[config.mk]
export PLATFORM = sky130hd
export DESIGN_NAME = bate_ctrl
export DESIGN_NICKNAME = d
export VERILOG_FILES = /design/src/bate_pkg.sv /design/src/bate_ctrl.sv
export SDC_FILE = /design/constraint.sdc
export NUM_CORES = 1
export LEC_CHECK = 0
export CORE_AREA = 2 2 39 41
export CTS_BUF_LIST = sky130_fd_sc_hd__clkbuf_2
export DETAILED_ROUTE_END_ITERATION = 8
export DIE_AREA = 0 0 41 43
export DONT_BUFFER_PORTS = 1
export SLEW_MARGIN = 20
export SYNTH_ARGS = -nofsm -noshare
export SYNTH_HDL_FRONTEND = slang
export SYNTH_SLANG_ARGS = --single-unit
[constraint.sdc]
create_clock -name clk -period 1.3 [get_ports clk]
set_input_delay 0.065 -clock clk [delete_from_list [all_inputs] [get_ports clk]]
set_output_delay 0.065 -clock clk [all_outputs]
set_load 0.005 [all_outputs]
[src/bate_pkg.sv]
`timescale 1ns / 1ps
// Package for the block allocation table engine: word types, codes, command and
// status structs shared by the controller, the datapath, the top level and the checker.
// Depends on nothing.
package bate_pkg;

    localparam int DEF_MAX_BLOCKS = 4096;

    // Widths fixed by the word layout
    localparam int CFG_W       = 13;
    localparam int CFG_IW      = 1;
    localparam int IDX_W       = 12;
    localparam int LINK_W      = 32;
    localparam int MODE_W      = 2;
    localparam int STATUS_W    = 2;

    // Register indexes
    localparam logic [CFG_IW-1:0] CFG_BLOCK_COUNT    = 1'b0;
    localparam logic [CFG_IW-1:0] CFG_RESERVED_COUNT = 1'b1;

    localparam logic [CFG_W-1:0] BLOCK_COUNT_RST    = 13'd4096;
    localparam logic [CFG_W-1:0] RESERVED_COUNT_RST = 13'd0;

    // Item modes
    localparam logic [MODE_W-1:0] MODE_FORMAT = 2'd0;
    localparam logic [MODE_W-1:0] MODE_ALLOC  = 2'd1;
    localparam logic [MODE_W-1:0] MODE_LINK   = 2'd2;

    // Result status codes
    localparam logic [STATUS_W-1:0] ST_OK    = 2'd0;
    localparam logic [STATUS_W-1:0] ST_FULL  = 2'd1;
    localparam logic [STATUS_W-1:0] ST_RANGE = 2'd2;

    // Table words
    localparam logic [LINK_W-1:0] RESERVED_MARK = 32'h8FFF_FFFF;
    localparam logic [LINK_W-1:0] END_OF_CHAIN  = 32'hFFFF_FFFF;
    localparam logic [LINK_W-1:0] FREE_WORD     = 32'h0000_0000;

    typedef struct packed {
        logic [MODE_W-1:0] mode;
        logic [IDX_W-1:0]  block_index;
        logic [LINK_W-1:0] link_value;
    } item_t;

    typedef struct packed {
        logic [STATUS_W-1:0] status;
        logic [IDX_W-1:0]    found_index;
    } result_t;

    typedef enum logic [2:0] {
        S_IDLE,
        S_DISPATCH,
        S_FORMAT,
        S_SCAN,
        S_LINK,
        S_DONE
    } state_t;

    // Controller to datapath
    typedef struct packed {
        logic                load;
        logic                fmt_write;
        logic                scan_read;
        logic                alloc_write;
        logic                link_write;
        logic                res_load;
        logic [STATUS_W-1:0] res_status;
        logic                res_found;
    } cmd_t;

    // Datapath to controller
    typedef struct packed {
        logic [MODE_W-1:0] mode;
        logic              fmt_done;
        logic              scan_hit;
        logic              scan_exhausted;
        logic              link_in_range;
    } sts_t;

endpackage

[src/bate_ctrl.sv]
`timescale 1ns / 1ps
// Controller of the block allocation table engine: sequences format, scan and link.
// Depends on bate_pkg.
module bate_ctrl
    import bate_pkg::*;
(
    input  logic   clk,
    input  logic   rst_n,
    input  logic   start,
    input  sts_t   sts,
    output cmd_t   cmd,
    output logic   busy,
    output logic   done
);

    state_t state_reg;
    state_t state_next;

    always_ff @(posedge clk or negedge rst_n)
    begin
        if (!rst_n)
        begin
            state_reg <= S_IDLE;
        end
        else
        begin
            state_reg <= state_next;
        end
    end

    always_comb
    begin
        state_next = state_reg;
        unique case (state_reg)
            S_IDLE:
            begin
                if (start)
                begin
                    state_next = S_DISPATCH;
                end
            end
            S_DISPATCH:
            begin
                unique case (sts.mode)
                    MODE_FORMAT: state_next = S_FORMAT;
                    MODE_ALLOC:  state_next = S_SCAN;
                    MODE_LINK:   state_next = S_LINK;
                    default:     state_next = S_DONE;
                endcase
            end
            S_FORMAT:
            begin
                if (sts.fmt_done)
                begin
                    state_next = S_DONE;
                end
            end
            S_SCAN:
            begin
                if (sts.scan_hit || sts.scan_exhausted)
                begin
                    state_next = S_DONE;
                end
            end
            S_LINK:  state_next = S_DONE;
            S_DONE:  state_next = S_IDLE;
            default: state_next = S_IDLE;
        endcase
    end

    always_comb
    begin
        cmd  = '0;
        busy = (state_reg != S_IDLE);
        done = (state_reg == S_DONE);
        unique case (state_reg)
            S_IDLE:
            begin
                cmd.load = start;
            end
            S_DISPATCH:
            begin
                // Unused mode: answer ok with a zero index
                if (sts.mode != MODE_FORMAT && sts.mode != MODE_ALLOC
                    && sts.mode != MODE_LINK)
                begin
                    cmd.res_load   = 1'b1;
                    cmd.res_status = ST_OK;
                end
            end
            S_FORMAT:
            begin
                if (sts.fmt_done)
                begin
                    cmd.res_load   = 1'b1;
                    cmd.res_status = ST_OK;
                end
                else
                begin
                    cmd.fmt_write = 1'b1;
                end
            end
            S_SCAN:
            begin
                priority if (sts.scan_hit)
                begin
                    cmd.alloc_write = 1'b1;
                    cmd.res_load    = 1'b1;
                    cmd.res_status  = ST_OK;
                    cmd.res_found   = 1'b1;
                end
                else if (sts.scan_exhausted)
                begin
                    cmd.res_load   = 1'b1;
                    cmd.res_status = ST_FULL;
                end
                else
                begin
                    cmd.scan_read = 1'b1;
                end
            end
            S_LINK:
            begin
                cmd.res_load   = 1'b1;
                cmd.link_write = sts.link_in_range;
                cmd.res_status = sts.link_in_range ? ST_OK : ST_RANGE;
            end
            S_DONE:
            begin
            end
            default:
            begin
            end
        endcase
    end

endmodule

# Yosys cells after proc, flatten, opt, wreduce, memory -nomap -nowiden
# Cells that the tools add are included.
# word_totals
regBits,3
input_bits,9
output_inout_bits,11
# classes
eq_ne,12
muxes,20
n_reduce_logical,8
# op_table
operator,n
3-bit two-way mux,7
3-bit one-hot mux with 5 select lines,1
3-bit one-hot mux with 4 select lines,1
3-bit one-hot mux with 3 select lines,1
1-bit two-way mux,8
2-bit != test (second input constant),4
3-bit by 2-bit equality test with 1-bit output (second input constant),2
3-bit equality test (second input constant),2
2-bit two-way mux,2
3-bit by 1-bit equality test with 1-bit output (second input constant),1
3-bit logical NOT,1
3-bit AND reduction,1
3-bit nonzero test,1
2-bit by 1-bit equality test with 1-bit output (second input constant),1
2-bit equality test (second input constant),1
1-bit logical AND,2
2-bit logical NOT,1
2-bit by 1-bit != test with 1-bit output (second input constant),1
2-bit nonzero test,1
1-bit logical OR,1

# Depth between registers and ports, before layout
# Gate-level depths: netlist (run 1).
# logic_depth
word_depth,5
mapped_depth,4
ltp_nobuf,3

# Worst setup path before layout (run 1)
# No wires, ideal clock.
# synth_timing
path_type,register -> register
from,register state_reg[2]
to,register state_reg[2]
setup_ns,0.120
arrival_time_ns,1.005
t_required_ns,1.180
slack_ns,0.175
path_stages_with_launch,4
n_path_buf,0
cell_sequence,dfrtp_1 > nand3b_1 > or3_1 > and3_1
# synth_via
elab_chain_cells,3
elab_cells_between_ends,10
cone_classes,eq/ne (7); mux (1); reduce/logical (2)
# synth_rtl
item,line,rtl
from (decl),bate_ctrl.sv:16,state_t state_reg;
from (signal assigned),bate_ctrl.sv:27,state_reg <= state_next;
3-bit by 2-bit equality test with 1-bit output / 3-bit logical NOT (equally long branches),bate_ctrl.sv:34,unique case (state_reg)
2-bit != test (no line),--,
3-bit AND reduction (no line),--,
# Parallel ways exist; a longest one is shown, timed or not.
# A chain may end at the register's enable or synchronous reset.

==> impl_metrics.py, run 1 <==
metrics = {
    "outcome": {
        "status": "completed",
    },
    "timing": {
        "hold_viol_final": 0,
        "setup_ws_ns": 0.0113,
        "fin_crit_sh_pct": 99.1,
        "maxSlewViolCount": 0,
        "rsz0062_at_grt": "yes",
        "fmax_ghz": 0.776,
        "tightest_slew_ns": 0.371,
        "hold_ws_ns": 0.0865,
        "final-setup-viol-count": 0,
        "clock_skew_ns": 0.00908,
        "fin_crit_ns": 1.29,
        "slew_headroom_pct": 74.9,
        "fin_setup_tns_ns": 0,
    },
    "floorplanning": {
        "core.rowCount": 14,
        "io_pins": 20,
        "die_w_microns": 41,
        "die_area_sq_um": 1760,
        "core_sq_um": 1380,
        "start_util_pct": 20.9,
        "die_h_microns": 43,
    },
    "worst_setup_path": {
        "rr_startpoint": "state_reg[0]",
        "cp.arrival_ns": 1.22,
        "worstSetupPathType": "reg -> out",
        "endpoint_kind": "output pin",
        "critPathLaunchType": "register",
        "rr_worst_depth": 4,
        "slowest_delay_ns": 0.43,
        "timing.rr.end": "state_reg[0]",
        "cp_slowest_cell": "dfrtp_2",
        "crit_required_ns": 1.24,
        "reg2reg_slack_ns": 0.07,
        "crit_chain": "buf_6, or3_4, nor2_4",
        "crit_fanout": 6,
    },
    "clock_tree": {
        "cts.path.max_buffers": 2,
        "cts_made_buffers": 3,
        "cts-root-buf": "clkbuf_2",
        "path_clk_slew_ns": 0.05,
        "cts.sinks": 3,
        "cts_tree": "built",
        "clock_latency_ns": 0.21,
        "htree_levels": 1,
    },
    "power_and_ir_drop": {
        "pwr-share-comb_pct": 65.7,
        "pwr-share-clk_pct": 14.4,
        "switching_share_pct": 41.7,
        "internal-power_mw": 0.548,
        "p_per_area_nw_per_um2": 2310,
        "seqPwrFrac_pct": 19.9,
        "power_switching_mw": 0.392,
        "p_leak_nw": 0.176,
        "ir_drop_v": 0.000584,
    },
    "place": {
        "portBuffers": 0,
        "gp_congestion": 0.745,
        "dpl.hpwl_microns": 526,
        "place_area_sq_um": 309,
        "dp_slack_ns": 0.0928,
    },
    "synthesis": {
        "ys_types": 24,
        "ys_warn_count": 0,
        "netlist.area_leader.share_pct": 26.0,
        "synthTopCellsByArea": "dfrtp_1 (26%), nor3_1 (5.2%), o21ai_0 (5.2%)",
        "synth_top_area_cell": "dfrtp_1",
        "syn_area_per_cell_sq_um": 7.41,
        "syn-num-nets": 48,
        "syn_inst": 39,
        "synth.ff_latch_count": 3,
        "syn-cell-area_sq_um": 289,
        "seq_area_frac_synth_pct": 26.0,
    },
    "global_route": {
        "grt_max_degree": 11,
        "grt-ovfl-total": 0,
        "grt_first_pass_wirelength_microns": 1150,
        "antenna_found_initial": 0,
        "grt_pass1_vias": 285,
        "track_usage_pct": 10.1,
    },
    "detailed_routing": {
        "viasPerCell": 5.03,
        "detail_route.wl_per_cell_microns": 13.5,
        "drt_wl_total_microns": 850,
        "vias": 317,
        "drt_iter0_markers": 3,
        "firstDrtPassIters": 4,
        "drcViolationCount": 0,
        "postRouteAntennaNets": 0,
    },
    "cells_and_area": {
        "largest_reg_flops": 3,
        "syn_to_final_growth_pct": 40.7,
        "drive_gt1_share_pct": 40.4,
        "design_area_sq_um": 407,
        "nNetsFinal": 57,
        "insertedDiodeCount": 0,
    },
    "min_path": {
        "hold_depth": 2,
        "min-delay-start": "sts[1]",
        "whs_endpoint": "state_reg[1]",
        "holdCritPathClass": "in -> reg",
    },
    "flow_run": {
        "cap_violations": 0,
    },
}
-- how the worst max path moves through the flow --
stage,cells after the start,from,end
floorplan,3,state_reg[2],state_reg[2]
global placement,3,state_reg[0],state_reg[2]
detailed placement,3,state_reg[0],state_reg[2]
CTS,3,state_reg[2],cmd[8]
global route,3,state_reg[0],cmd[8]
finish,3,state_reg[0],cmd[8]
-- kinds of logic after synthesis --
family / count (synthesis) / synth area share, %
and+or+nand+nor: 20 / 44.2
AOI/OAI and AO/OA: 8 / 16.9
DFF: 3 / 26.0
buffers and inverters: 8 / 13.0
-- per-layer routing --
| layer | GRT usage (%) | wire, microns |
|---|---|---|
| met1 | 12.3 | 354 |
| met2 | 12.5 | 433 |
| met3 | 5.24 | 62 |
| met4 | 8.00 | 0 |
| met5 | 0 | 0 |
-- placed cells by master, fill, tap and decap left out, drive strengths merged, types with 2 or more instances in the layout --
master	instances
or3	2
clkbuf	4
o21ai	3
nor3b	2
a21oi	2
dfrtp	3
buf	7
nor2	4
inv	4
nor3	3
-- final cells by class --
cell class                 instances  area (sq um)
inverter                           4          15.0
timing repair buffer               8          70.1
sequential                         3          76.3
multi-input combinational         28           205
tap                               16          20.0
clock buffer                       4          20.0
fill                             150           977
-- Yosys cell counts, drive strengths merged --
cell / n
clkbuf: 1
nand2b: 1
and4b: 1
o31ai: 1
o32ai: 1
nor2: 4
or3: 2
nor2b: 1
a22oi: 1
and3: 1
nand2: 1
and2: 1
buf: 3
o21ai: 3
dfrtp: 3
a21oi: 2
nor4bb: 1
inv: 4
nand3b: 1
nor4b: 1
nor3: 3
nor3b: 2
-- metrics by stage --
step / std cells / utilization [%] / total power [mW]
2_1_floorplan: 39 / - / 0.532
3_3_place_gp: 54 / 22.3 / 0.629
3_5_place_dp: 54 / 22.3 / 0.627
4_1_cts: 63 / 28.8 / 0.923
5_1_grt: 63 / 29.4 / 1.02
6_report: 63 / 29.4 / 0.940
-- worst max-delay path: cells and delay by family (launching register included) --
kind                   cells  cell delay, ns
AND/OR/NAND/NOR            2            0.44
flip-flops                 1            0.43
buffers and inverters      1            0.14
-- timing repair --
action | CTS | global route
setup endpoints to repair | 4 | 5
setup buffers | 4 | 0
cloned | 0 | 0
hold endpoints to repair | 3 | 0
hold buffers | 1 | 0
gates resized for setup | 7 | 3
-- power by group through the flow --
stage	clock network [mW]	logic, mW	registers, mW
2_1_floorplan	0	0.366	0.167
3_3_place_gp	0	0.441	0.188
3_5_place_dp	0	0.440	0.187
4_1_cts	0.145	0.594	0.184
5_1_grt	0.154	0.670	0.195
6_report	0.135	0.618	0.187
(Power assumes the default switching activity.)
==> run 2, diff against run 1 <==
--- a/config.mk
+++ b/config.mk
@@ -10,6 +10,7 @@
 export DETAILED_ROUTE_END_ITERATION = 8
 export DIE_AREA = 0 0 41 43
 export DONT_BUFFER_PORTS = 1
+export GPL_TIMING_DRIVEN = 0
 export SLEW_MARGIN = 20
 export SYNTH_ARGS = -nofsm -noshare
 export SYNTH_HDL_FRONTEND = slang
==> impl_metrics.py, run 2 (same netlist as run 1, synthesis figures left out) <==
metrics = {
    "outcome": {
        "status": "finished with violations",
        "violations": "setup timing",
    },
    "clock_tree": {
        "htree_levels": 1,
        "path_clk_slew_ns": 0.04,
        "cts_tree": "built",
        "cts.sinks": 3,
        "cts_made_buffers": 3,
        "cts.path.max_buffers": 2,
        "clock_latency_ns": 0.20,
        "cts-root-buf": "clkbuf_2",
    },
    "power_and_ir_drop": {
        "pwr-share-comb_pct": 67.2,
        "p_per_area_nw_per_um2": 2270,
        "ir_drop_v": 0.000543,
        "switching_share_pct": 41.7,
        "internal-power_mw": 0.553,
        "seqPwrFrac_pct": 19.2,
        "power.total_mw": 0.950,
        "power_switching_mw": 0.396,
        "pwr-share-clk_pct": 13.6,
        "p_leak_nw": 0.182,
    },
    "timing": {
        "fin_crit_ns": 1.31,
        "setup_ws_ns": -0.00812,
        "maxSlewViolCount": 0,
        "clock_skew_ns": 0.00118,
        "fmax_ghz": 0.764,
        "hold_ws_ns": 0.103,
        "fin_crit_sh_pct": 101,
        "tightest_slew_ns": 0.371,
        "rsz0062_at_grt": "yes",
        "final-setup-viol-count": 1,
        "hold_viol_final": 0,
        "slew_headroom_pct": 74.9,
    },
    "place": {
        "dp_slack_ns": 0.0770,
        "dpl.hpwl_microns": 566,
        "gp_congestion": 0.708,
        "portBuffers": 0,
    },
    "detailed_routing": {
        "vias": 313,
        "drt_iter0_markers": 5,
        "detail_route.wl_per_cell_microns": 12.8,
        "drt_wl_total_microns": 809,
        "firstDrtPassIters": 4,
        "drcViolationCount": 0,
        "postRouteAntennaNets": 0,
        "viasPerCell": 4.97,
    },
    "worst_setup_path": {
        "critPathLaunchType": "register",
        "worstSetupPathType": "reg -> out",
        "cp.arrival_ns": 1.24,
        "path_buf_inv": 1,
        "crit_fanout": 5,
        "reg2reg_slack_ns": 0.07,
        "rr_startpoint": "state_reg[2]",
        "crit_end": "cmd[8]",
        "crit_chain": "buf_6, or3_4, nor2_4",
        "endpoint_kind": "output pin",
        "worst-path-stages": 3,
        "timing.rr.end": "state_reg[2]",
        "crit_required_ns": 1.24,
        "cp_slowest_cell": "dfrtp_1",
        "rr_worst_depth": 3,
        "slowest_delay_ns": 0.41,
        "crit_start": "state_reg[1]",
        "cpLargestDelayFamily": "simple AND/OR/NAND/NOR gates",
    },
    "global_route": {
        "antenna_found_initial": 0,
        "grt-ovfl-total": 0,
        "grt_pass1_vias": 263,
        "grt_max_degree": 11,
        "track_usage_pct": 10.4,
        "grt_first_pass_wirelength_microns": 1150,
    },
    "cells_and_area": {
        "drive_gt1_share_pct": 42.6,
        "finish.utilization_pct": 30.3,
        "nNetsFinal": 57,
        "syn_to_final_growth_pct": 45.0,
        "insertedDiodeCount": 0,
        "largest_reg_flops": 3,
        "n_fill_cell": 155,
        "mostFrequentLayoutCells": "buf_4 (4), clkbuf_2 (4), nor2_1 (3), o21ai_0 (3), dfrtp_1 (3)",
    },
    "floorplanning": {
        "die_h_microns": 43,
        "start_util_pct": 20.9,
        "die_w_microns": 41,
        "io_pins": 20,
        "die_area_sq_um": 1760,
        "core.rowCount": 14,
        "core_sq_um": 1380,
    },
    "min_path": {
        "holdCritPathClass": "in -> reg",
    },
    "flow_run": {
        "cap_violations": 0,
    },
}
[run 2: worst min-delay path by stage]
| stage | end | slack [ns] | start | depth (start not counted) |
|---|---|---|---|---|
| 4_1_cts | state_reg[1] | 0.09 | rst_n | 1 |
| 2_1_floorplan | state_reg[0] | -0.23 | rst_n | 0 |
| 6_report | state_reg[1] | 0.10 | sts[1] | 2 |
| 3_3_place_gp | state_reg[2] | -0.23 | rst_n | 0 |
| 5_1_grt | state_reg[2] | 0.08 | rst_n | 1 |
| 3_5_place_dp | state_reg[0] | -0.23 | rst_n | 0 |
[run 2: final cells by class]
type	instances	area (sq um)	share of cell area [%]
inverter	4	17.5	4.18
tap	16	20.0	4.78
clock buffer	4	20.0	4.78
timing repair buffer	4	32.5	7.76
sequential	3	75.1	17.9
buffer	4	43.8	10.4
multi-input combinational	28	210	50.1
[run 2: per-layer routing]
layer  track usage (%)  wire, microns
met2              14.4            417
met1              11.4            335
met5                 0              0
met3              6.81             57
met4              6.00              0
[run 2: through the flow]
step / std cells / cell area (sq um) / TNS [ns]
final: 63 / 419 / -0.00812
after global routing: 63 / 419 / -0.157
after CTS: 63 / 399 / -0.0258
after detailed placement: 55 / 309 / 0
after global placement: 55 / 309 / 0
after floorplan: 39 / 289 / 0
[run 2: what timing repair did]
| item | 4_1_cts | 5_1_grt |
|---|---|---|
| buffers inserted | 3 | 0 |
| hold endpoints to repair | 3 | 0 |
| gates resized for setup | 10 | 6 |
| endpoints found under the setup margin | 3 | 4 |
| pin swaps | 2 | 0 |
| hold buffers | 1 | 0 |
[run 2: power by group through the flow]
stage	Sequential, mW	Clock [mW]	Combinational [mW]
after detailed placement	0.178	0	0.433
after global routing	0.188	0.154	0.689
after global placement	0.176	0	0.429
final	0.183	0.129	0.638
after CTS	0.176	0.140	0.586
after floorplan	0.167	0	0.366
==> run 3, diff against run 2 <==
--- a/config.mk
+++ b/config.mk
@@ -5,6 +5,7 @@
 export SDC_FILE = /design/constraint.sdc
 export NUM_CORES = 1
 export LEC_CHECK = 0
+export ABC_AREA = 1
 export CORE_AREA = 2 2 39 41
 export CTS_BUF_LIST = sky130_fd_sc_hd__clkbuf_2
 export DETAILED_ROUTE_END_ITERATION = 8
==> impl_metrics.py, run 3 <==
metrics = {
    "synthesis": {
        "async_flop_share_pct": 100,
        "syn_inst": 49,
        "synth_most_common_cell": "inv_1",
        "seq_area_frac_synth_pct": 26.3,
        "ys_warn_count": 0,
        "synthTopCellsByArea": "dfrtp_1 (26%), inv_1 (14%), nand2_1 (12%)",
        "synth_top_area_cell": "dfrtp_1",
        "synth_edf_count": 0,
        "syn-num-nets": 58,
        "syn_area_per_cell_sq_um": 5.82,
        "netlist.area_leader.share_pct": 26.3,
        "syn-cell-area_sq_um": 285,
        "ys.flop_type": "dfrtp_1",
        "synth.ff_latch_count": 3,
        "ys_types": 14,
        "yosys-top-cells-count": "inv_1 (11), nand2_1 (9), nor2_1 (9)",
    },
    "detailed_routing": {
        "drt_wl_total_microns": 677,
        "viasPerCell": 4.42,
        "vias": 327,
        "dr_wl_met3_microns": 75,
        "drcViolationCount": 0,
        "detail_route.wl_per_cell_microns": 9.15,
        "drt-met1-wl_microns": 309,
        "firstDrtPassIters": 4,
        "drt_iter0_markers": 4,
        "postRouteAntennaNets": 0,
        "topRoutingLayerUsed": "met3",
        "wl_met2_microns": 293,
    },
    "power_and_ir_drop": {
        "seqPwrFrac_pct": 22.2,
        "p_per_area_nw_per_um2": 2090,
        "internal-power_mw": 0.423,
        "pwr-share-clk_pct": 16.5,
        "p_leak_nw": 0.220,
        "power_switching_mw": 0.390,
        "pwr-share-comb_pct": 61.3,
        "ir_drop_v": 0.000584,
        "power.total_mw": 0.813,
        "switching_share_pct": 48.0,
    },
    "worst_setup_path": {
        "cp.arrival_ns": 1.14,
        "critPathLaunchType": "register",
        "crit_fanout": 6,
        "worstSetupPathType": "reg -> out",
        "crit_required_ns": 1.24,
        "endpoint_kind": "output pin",
        "cp_slowest_cell": "dfrtp_2",
        "slowest_delay_ns": 0.43,
        "crit_chain": "inv_2, nand3_2, nor2_2, nand2_1, nand4_1",
    },
    "min_path": {
        "holdCritPathClass": "in -> reg",
    },
    "global_route": {
        "grt_first_pass_wirelength_microns": 945,
        "grt-ovfl-total": 0,
        "grt_max_degree": 7,
        "grt_pass1_vias": 250,
        "track_usage_pct": 8.76,
        "antenna_found_initial": 0,
    },
    "cells_and_area": {
        "mostFrequentLayoutCells": "inv_1 (11), nand2_1 (8), nor2_1 (6)",
        "largest_reg_flops": 3,
        "layout_commonest_cell": "inv_1",
        "nNetsFinal": 68,
        "drive_gt1_share_pct": 34.5,
        "design_area_sq_um": 389,
        "finish.utilization_pct": 28.1,
        "syn_to_final_growth_pct": 36.4,
        "insertedDiodeCount": 0,
    },
    "place": {
        "portBuffers": 0,
        "place_area_sq_um": 305,
        "dpl.hpwl_microns": 547,
        "gp_congestion": 0.745,
    },
    "clock_tree": {
        "cts_made_buffers": 3,
        "htree_levels": 1,
        "clock_latency_ns": 0.21,
        "path_clk_slew_ns": 0.05,
        "cts-root-buf": "clkbuf_2",
        "cts_tree": "built",
        "cts.sinks": 3,
        "cts.path.max_buffers": 2,
    },
    "floorplanning": {
        "core.rowCount": 14,
        "die_w_microns": 41,
        "die_area_sq_um": 1760,
        "io_pins": 20,
        "start_util_pct": 20.6,
        "die_h_microns": 43,
        "core_sq_um": 1380,
    },
    "timing": {
        "maxSlewViolCount": 0,
        "rsz0062_at_grt": "yes",
        "fin_crit_sh_pct": 92.7,
        "fin_crit_ns": 1.20,
        "fmax_ghz": 0.830,
        "hold_viol_final": 0,
        "final-setup-viol-count": 0,
        "fin_setup_tns_ns": 0,
        "hold_ws_ns": 0.0880,
        "tightest_slew_ns": 0.230,
        "slew_headroom_pct": 84.5,
        "clock_skew_ns": 0.00224,
    },
    "outcome": {
        "status": "completed",
    },
    "flow_run": {
        "cap_violations": 0,
    },
}
run 3: cell types whose count changed in the layout (fill, tap and decap cells not counted), sizes merged, moves of 2 or more:
cell	delta
buf	-2
or3	-2
inv	+8
nand4	+2
nand3	+6
o21ai	-2
nor2	+8
a21oi	-2
nor3	-2
nand2	+9
nor3b	-2
run 3: routing by layer:
| metal | vias to the layer above | track usage (%) |
|---|---|---|
| li1 | 166 | - |
| met1 | 143 | 9.42 |
| met2 | 18 | 11.6 |
| met3 | 0 | 6.28 |
| met4 | 0 | 6.00 |
| met5 | - | 0 |
run 3: per-stage QoR:
step	std cells	setup WS [ns]
3_3_place_gp	65	0.243
2_1_floorplan	49	0.331
6_report	74	0.0952
4_1_cts	73	0.0331
5_1_grt	74	-0.0442
3_5_place_dp	65	0.238
run 3: cell type report:
type	instances	area [sq um]
inverters	12	45.0
plain buffers	1	7.51
repair buffers	5	42.5
clock buffers	4	20.0
fillers	158	995
flip-flops and latches	3	76.3
multi-input cells	33	178
well taps	16	20.0
run 3: worst paths after layout:
path	startpoint	endpoint	slack [ns]	depth (start not counted)
worst max-delay path	state_reg[2]	cmd[3]	0.1	5
worst max register to register	state_reg[1]	state_reg[2]	0.25	6
max in group asynchronous	rst_n	state_reg[2]	1.04	1
worst min-delay path	sts[1]	state_reg[0]	0.09	3
min in group asynchronous	rst_n	state_reg[0]	0.11	1
worst min register to register	state_reg[1]	state_reg[1]	0.65	3
run 3: kinds of logic (layout without fill, tap and decap cells):
family | count (synthesis) | count (layout) | share of synthesized area, %
AND/OR/NAND/NOR | 31 | 31 | 50.9
buffers and inverters | 13 | 22 | 18.4
flip-flops | 3 | 3 | 26.3
AO/OA/AOI/OAI | 2 | 2 | 4.39
run 3: power groups by stage:
stage	combinational [mW]	clock, mW	sequential, mW
5_1_grt	0.560	0.161	0.186
3_3_place_gp	0.355	0	0.199
3_5_place_dp	0.362	0	0.200
6_report	0.498	0.134	0.181
2_1_floorplan	0.306	0	0.188
4_1_cts	0.420	0.142	0.188
run 3: repair_timing:
| item | 4_1_cts | 5_1_grt |
|---|---|---|
| resized for setup | 0 | 7 |
| hold endpoints to repair | 4 | 0 |
| endpoints found under the setup margin | 1 | 5 |
| cloned | 0 | 0 |
| buffers inserted | 2 | 1 |
| hold buffers | 2 | 0 |
| pin swaps | 0 | 1 |
run 3: worst max-delay path, delay by kind of cell (launching register included):
family / cells / cell delay (ns)
and+or+nand+nor: 4 / 0.38
buffers and inverters: 1 / 0.11
DFF: 1 / 0.43
